**config.mk**
```make
export PLATFORM = sky130hd
export DESIGN_NAME = lgfg_ctrl
export DESIGN_NICKNAME = d
export VERILOG_FILES = /design/src/hw/rtl/lgfg_pkg.sv /design/src/hw/rtl/lgfg_ctrl.sv
export SDC_FILE = /design/constraint.sdc
export NUM_CORES = 1
export LEC_CHECK = 0
export BUFFER_PORTS_ARGS = -buffer_cell sky130_fd_sc_hd__buf_2
export CORE_AREA = 8 8 45 47
export DETAILED_ROUTE_END_ITERATION = 12
export DIE_AREA = 0 0 53 55
export PLACE_DENSITY = 0.76
export SYNTH_ARGS = -nofsm -noshare
export SYNTH_HDL_FRONTEND = slang
export SYNTH_SLANG_ARGS = --single-unit
export TNS_END_PERCENT = 50
```
**constraint.sdc**
```tcl
create_clock -name clk -period 1.7 [get_ports clk]
set_input_delay 0.085 -clock clk [delete_from_list [all_inputs] [get_ports clk]]
set_output_delay 0.085 -clock clk [all_outputs]
set_load 0.05 [all_outputs]
```
**src/hw/rtl/lgfg_pkg.sv**
```systemverilog
// Shared constants, codes and controller/datapath interface structs for the
// LED gradient frame generator. No dependencies.
package lgfg_pkg;

	localparam int MAX_ZONES  = 64;
	localparam int ZONE_W     = $clog2(MAX_ZONES);
	localparam int ZCNT_W     = ZONE_W + 1;
	localparam int TICK_W     = 32;
	localparam int FRAME_W    = 16;
	localparam int NUM_CH     = 3;
	localparam int CH_W       = 8;
	localparam int COLOR_W    = NUM_CH * CH_W;
	// den = 2 * df * dz, with df < 2^FRAME_W and dz < MAX_ZONES.
	localparam int NUM_W      = FRAME_W + ZONE_W;
	localparam int DEN_W      = NUM_W + 1;
	// Dividends stay below 2^CH_W * den.
	localparam int N_W        = DEN_W + CH_W;
	localparam int DSH_W      = DEN_W + CH_W - 1;
	localparam int MOD_STEPS  = TICK_W;
	localparam int DIV_STEPS  = CH_W;
	localparam int CNT_W      = $clog2(MOD_STEPS);

	localparam int CFG_IDX_W  = 3;
	localparam int CFG_DATA_W = COLOR_W;

	localparam logic [CFG_IDX_W-1:0] REG_START_COLOR = CFG_IDX_W'(0);
	localparam logic [CFG_IDX_W-1:0] REG_END_COLOR   = CFG_IDX_W'(1);
	localparam logic [CFG_IDX_W-1:0] REG_ZONE_COUNT  = CFG_IDX_W'(2);
	localparam logic [CFG_IDX_W-1:0] REG_FRAME_COUNT = CFG_IDX_W'(3);
	localparam logic [CFG_IDX_W-1:0] REG_LOOP_MODE   = CFG_IDX_W'(4);

	typedef struct packed {
		logic load;
		logic mod_step;
		logic mul1;
		logic mul2;
		logic div_step;
		logic fix;
		logic advance;
	} cmd_t;

	typedef struct packed {
		logic empty;
		logic loop;
		logic last;
	} status_t;

endpackage

```
**src/hw/rtl/lgfg_ctrl.sv**
```systemverilog
// Sequencing state machine of the LED gradient frame generator.
// Depends on lgfg_pkg for the command and status structs.
module lgfg_ctrl (
	input  logic              clk,
	input  logic              arst_n,
	input  logic              in_valid,
	output logic              in_ready,
	output logic              out_valid,
	input  logic              out_ready,
	input  lgfg_pkg::status_t status,
	output lgfg_pkg::cmd_t    cmd
);

	localparam logic [2:0] ST_IDLE = 3'd0;
	localparam logic [2:0] ST_MOD  = 3'd1;
	localparam logic [2:0] ST_MUL1 = 3'd2;
	localparam logic [2:0] ST_MUL2 = 3'd3;
	localparam logic [2:0] ST_DIV  = 3'd4;
	localparam logic [2:0] ST_FIX  = 3'd5;
	localparam logic [2:0] ST_EMIT = 3'd6;

	logic [2:0]                 state_q;
	logic [2:0]                 state_d;
	logic [lgfg_pkg::CNT_W-1:0] cnt_q;
	logic                       mod_done;
	logic                       div_done;

	assign mod_done  = (cnt_q == lgfg_pkg::CNT_W'(lgfg_pkg::MOD_STEPS - 1));
	assign div_done  = (cnt_q == lgfg_pkg::CNT_W'(lgfg_pkg::DIV_STEPS - 1));
	assign in_ready  = (state_q == ST_IDLE);
	assign out_valid = (state_q == ST_EMIT);

	always_comb begin
		cmd.load     = in_valid && in_ready;
		cmd.mod_step = (state_q == ST_MOD);
		cmd.mul1     = (state_q == ST_MUL1);
		cmd.mul2     = (state_q == ST_MUL2);
		cmd.div_step = (state_q == ST_DIV);
		cmd.fix      = (state_q == ST_FIX);
		cmd.advance  = out_valid && out_ready;
	end

	always_comb begin
		state_d = state_q;
		case (state_q)
			ST_IDLE: begin
				if (in_valid) begin
					if (status.empty) begin
						state_d = ST_EMIT;
					end else if (status.loop) begin
						state_d = ST_MOD;
					end else begin
						state_d = ST_MUL1;
					end
				end
			end
			ST_MOD: begin
				if (mod_done) begin
					state_d = ST_MUL1;
				end
			end
			ST_MUL1: state_d = ST_MUL2;
			ST_MUL2: state_d = ST_DIV;
			ST_DIV: begin
				if (div_done) begin
					state_d = ST_FIX;
				end
			end
			ST_FIX: state_d = ST_EMIT;
			ST_EMIT: begin
				if (out_ready && status.last) begin
					state_d = ST_IDLE;
				end
			end
			default: state_d = ST_IDLE;
		endcase
	end

	always_ff @(posedge clk or negedge arst_n) begin
		if (!arst_n) begin
			state_q <= ST_IDLE;
			cnt_q   <= '0;
		end else begin
			state_q <= state_d;
			if ((state_q == ST_MOD && !mod_done) || (state_q == ST_DIV && !div_done)) begin
				cnt_q <= cnt_q + 1'b1;
			end else begin
				cnt_q <= '0;
			end
		end
	end

	a_one_item: assert property (@(posedge clk) disable iff (!arst_n)
		(in_valid && in_ready) |=> !in_ready)
		else $error("lgfg_ctrl: second transfer accepted while a tick is in progress");

	a_div_len: assert property (@(posedge clk) disable iff (!arst_n)
		(state_q == ST_DIV && div_done) |=> (state_q == ST_FIX))
		else $error("lgfg_ctrl: division sequence did not finish on time");

	a_last_ends: assert property (@(posedge clk) disable iff (!arst_n)
		(out_valid && out_ready && status.last) |=> in_ready)
		else $error("lgfg_ctrl: final result did not return the block to idle");

	a_no_early_out: assert property (@(posedge clk) disable iff (!arst_n)
		(state_q == ST_DIV) |-> (!out_valid && !in_ready))
		else $error("lgfg_ctrl: handshake open during division");

endmodule

```
==> results.md <==
* EDFF count, synth at 0
* Share of total power consumed by net switching at 0.484
* Overall power of the completed layout at 0.00125 W
* Kind of capture point of the worst setup path: flip-flop
* RD Place Congestion at 0.755
* Height of the chip at around 55 um
* Via count of the first global-routing pass at 470
* Filler cells at 130
* Worst hold path cell count at 3
* Unique masters post-synth at 32
* Detailed-route DRC error count at 0
* DPL Wire Length at just under 900 um
* Relative slew slack at 0.824
* Final Hold Violating Endpoints at 0
* Count of maximum capacitance violations at 0
* Initial Util at 0.380
* Internal cell power at 0.000645 W
* Critical register-to-register path endpoint: cnt_q[1]
* CTS Root Cell: clkbuf_4
* Max H-tree Level at 1
* Top Family by Delay on Critical Path: simple AND/OR/NAND/NOR gates
* Ratio of final minimum period to clock period at 1.01
* Post-synth design cell area at roughly 530 sq um
* Startpoint of the lowest-slack register-to-register path: cnt_q[0]
* Synth top area share at 0.381
* Status: complete, but fails checks
* Area of the placeable core at 1380 sq um
* Post-synthesis to final-layout area growth at 39.5%
* Final core area utilization at 0.530
* Count of antenna diodes in the layout at 0
* Synthesized instance count at 55
* Leakage dissipation at 0.368 nW
* Final instance area at 733 sq um
* Total routed wire length on the met1 layer at 440 um
* Net load switching power at 0.000606 W
* Number of buffers added by the clock tree synthesis step at 3
* Fraction of power consumed by combinational cells at 0.634
* Count of buffering cells on the critical path with inverters included at 0
* Clk_lat worst skew at 250 ps
* Drt total wl at 1.14 mm
* Max layer used: met4
* Vias after detailed routing at slightly below 500
* Most numerous cell in the Yosys netlist: dfrtp_1
* Number of antenna violations at the first check in global routing at 0
* Placed standard-cell area at 653 sq um
* Number of DRC violations after detailed-routing iteration 0 at 6
* Critical path class: flip-flop to flip-flop
* Max stage delay cell, worst path: or4b_4
* Critical path launch point type: flip-flop
* Ratio of routed vias to standard cells at ~5.1
* Total I/O pin count at 16
* Clock Skew at 0.621 ps
* Critical path startpoint: cnt_q[0]
* X dimension of the die at around 53 um
* Clock tree from TritonCTS: done
* Synth Area per Inst at 9.55 sq um
* Min Tclk post-route at 1720 ps
* Num Clock Sinks at 8
* Total congestion overflow at 0
* Seq/Total Area, Yosys at 0.381
* Critical path, cell by cell: ha_2 > and3_4 > ha_4 > or4b_4 > o31a_4 > nor2b_2
* Clock network fraction of design power at 0.111
* Data required time of the critical path at 1880 ps
* Hold crit path type: input port to flip-flop
* Clock input transition at the sequential cells of the worst setup and hold paths at roughly 50 ps
* Most frequent cells after synthesis: 8 x dfrtp_1, 6 x nor2_1, 3 x and3_1
* Depth of the worst register-to-register path at 6
* Sequential power share at 0.254
* Amount of wire on met3 after detailed routing at 106 um
* Worst hold endpoint: state_q[1]
* Largest net degree at the start of global routing at 10
* Cell types occupying the most area after synthesis: dfrtp_1 38%, ha_1 4.8%, nor2_1 4.3%, and3_1 3.6%, nor2b_2 3.3%
* Worst-case setup slack after placement at -57.1 ps
* Achievable Freq at 0.581 GHz
* Tightest Pin Transition at 264 ps
* Antenna violation net count after detailed routing at 0
* Amount of wire on met2 after detailed routing at 574 um
* Number of detailed-routing iterations run before antenna repair at 4
* Mean routed wirelength per cell at between 10 and 15 um
* Maximum count of clock buffers along a single path at 2
* Area of the die at 2920 sq um
* Worst ir drop on vdd at 740 uV
* Global-route wire length before repair at 1.84 mm
* Number of nets in the final layout at 91
* Setup violators final at 3
* Worst Hold Launch: status[0]
* Count of synthesis-stage warnings from yosys at 0
* Total nets after synthesis at 64
* Share of flip-flops with an asynchronous set or reset at 1.00
* Max Transition Viols Final at 0
* Placement row count at 14
* Proportion of layout cells with a drive suffix above 1 at 0.475
* # port buffers at 15
* Total global-route track usage at 0.0843
* Arrival @ worst endpoint at 1910 ps
* Register bit count reported by yosys at 8
* Pwr per Cell Area at about 1700 nW/um^2
* Setup repair after global routing missed its margin: yes
* Failing checks: negative setup slack
* Primary FF master, synth: dfrtp_1
* Largest incremental delay on the critical path at between 400 and 500 ps
* Post-route setup slack at -20.5 ps
* Dominant cell type by area after synthesis: dfrtp_1
* Setup slack of the most critical reg-to-reg path at -20 ps
* Critical path fanouts, max at 4
-- worst min-delay path: stages --
cell       delay, ps
buf_2             80
nand2_1           60
o2bb2ai_1        120
-- registers in the layout (all words and copies together), names as in the netlist --
name,cells
cnt_q,5
state_q,3
-- through the flow --
step	instances	hold WS, ps	setup TNS (ps)
after floorplan	55	-211	-3.94
after global placement	88	-70.0	-26.8
after detailed placement	88	-64.9	-231
after CTS	93	123	-36.6
after global routing	96	143	-320
final	96	129	-44.2
-- worst max path at each step --
stage | to | slack (ps) | cells past startpoint
5_1_grt | cnt_q[4] | -80 | 6
2_1_floorplan | cnt_q[1] | -2 | 6
6_report | cnt_q[1] | -20 | 6
3_3_place_gp | cnt_q[4] | -10 | 6
3_5_place_dp | cnt_q[1] | -60 | 6
4_1_cts | cnt_q[3] | -10 | 6
-- cells by family (layout without fill, tap and decap cells) --
logic type | count (synthesis) | in the layout | synth area share
XOR/XNOR | 2 | 2 | 0.0333
AND/OR/NAND/NOR | 27 | 27 | 0.324
buffers and inverters | 5 | 30 | 0.0524
adder cells (fa/ha/maj) | 2 | 2 | 0.0476
flip-flops | 8 | 8 | 0.381
AO/OA/AOI/OAI | 11 | 11 | 0.162
-- what timing repair did --
action / in CTS / in global routing
hold endpoints to repair: 8 / 0
endpoints found under the setup margin: 5 / 5
pin swaps: 1 / 2
hold buffers: 1 / 0
setup buffers: 1 / 3
resized for setup: 3 / 0
-- power by group through the flow --
| stage | registers, W | clock network [W] | logic [W] |
|---|---|---|---|
| 3_3_place_gp | 0.000319 | 0 | 0.000766 |
| 5_1_grt | 0.000329 | 0.000153 | 0.000866 |
| 4_1_cts | 0.000319 | 0.000147 | 0.000777 |
| 3_5_place_dp | 0.000321 | 0 | 0.000769 |
| 2_1_floorplan | 0.000289 | 0 | 0.000623 |
| 6_report | 0.000318 | 0.000139 | 0.000793 |
-- cell type report --
class	instances	area (sq um)	area share
Clock buffer	3	22.5	0.0307
Inverter	2	7.51	0.0102
Multi-Input combinational cell	42	330	0.451
Sequential cell	8	200	0.273
Tap cell	16	20.0	0.0273
Timing Repair Buffer	25	153	0.208
-- cell usage in the layout (no fill, tap or decap), drive strengths merged, types with 3 or more instances in the layout --
| cell type | Yosys | routed |
|---|---|---|
| dfrtp | 8 | 8 |
| nor2b | 4 | 4 |
| nor2 | 7 | 7 |
| buf | 2 | 24 |
| clkbuf | 1 | 3 |
| and3 | 3 | 3 |
-- per-layer routing --
layer | vias to the layer above | GRT usage
li1 | 245 | -
met1 | 229 | 0.0809
met2 | 12 | 0.156
met3 | 2 | 0.0241
met4 | 0 | 0.0517
met5 | - | 0
Note: power is estimated with default switching activity, not from simulation.
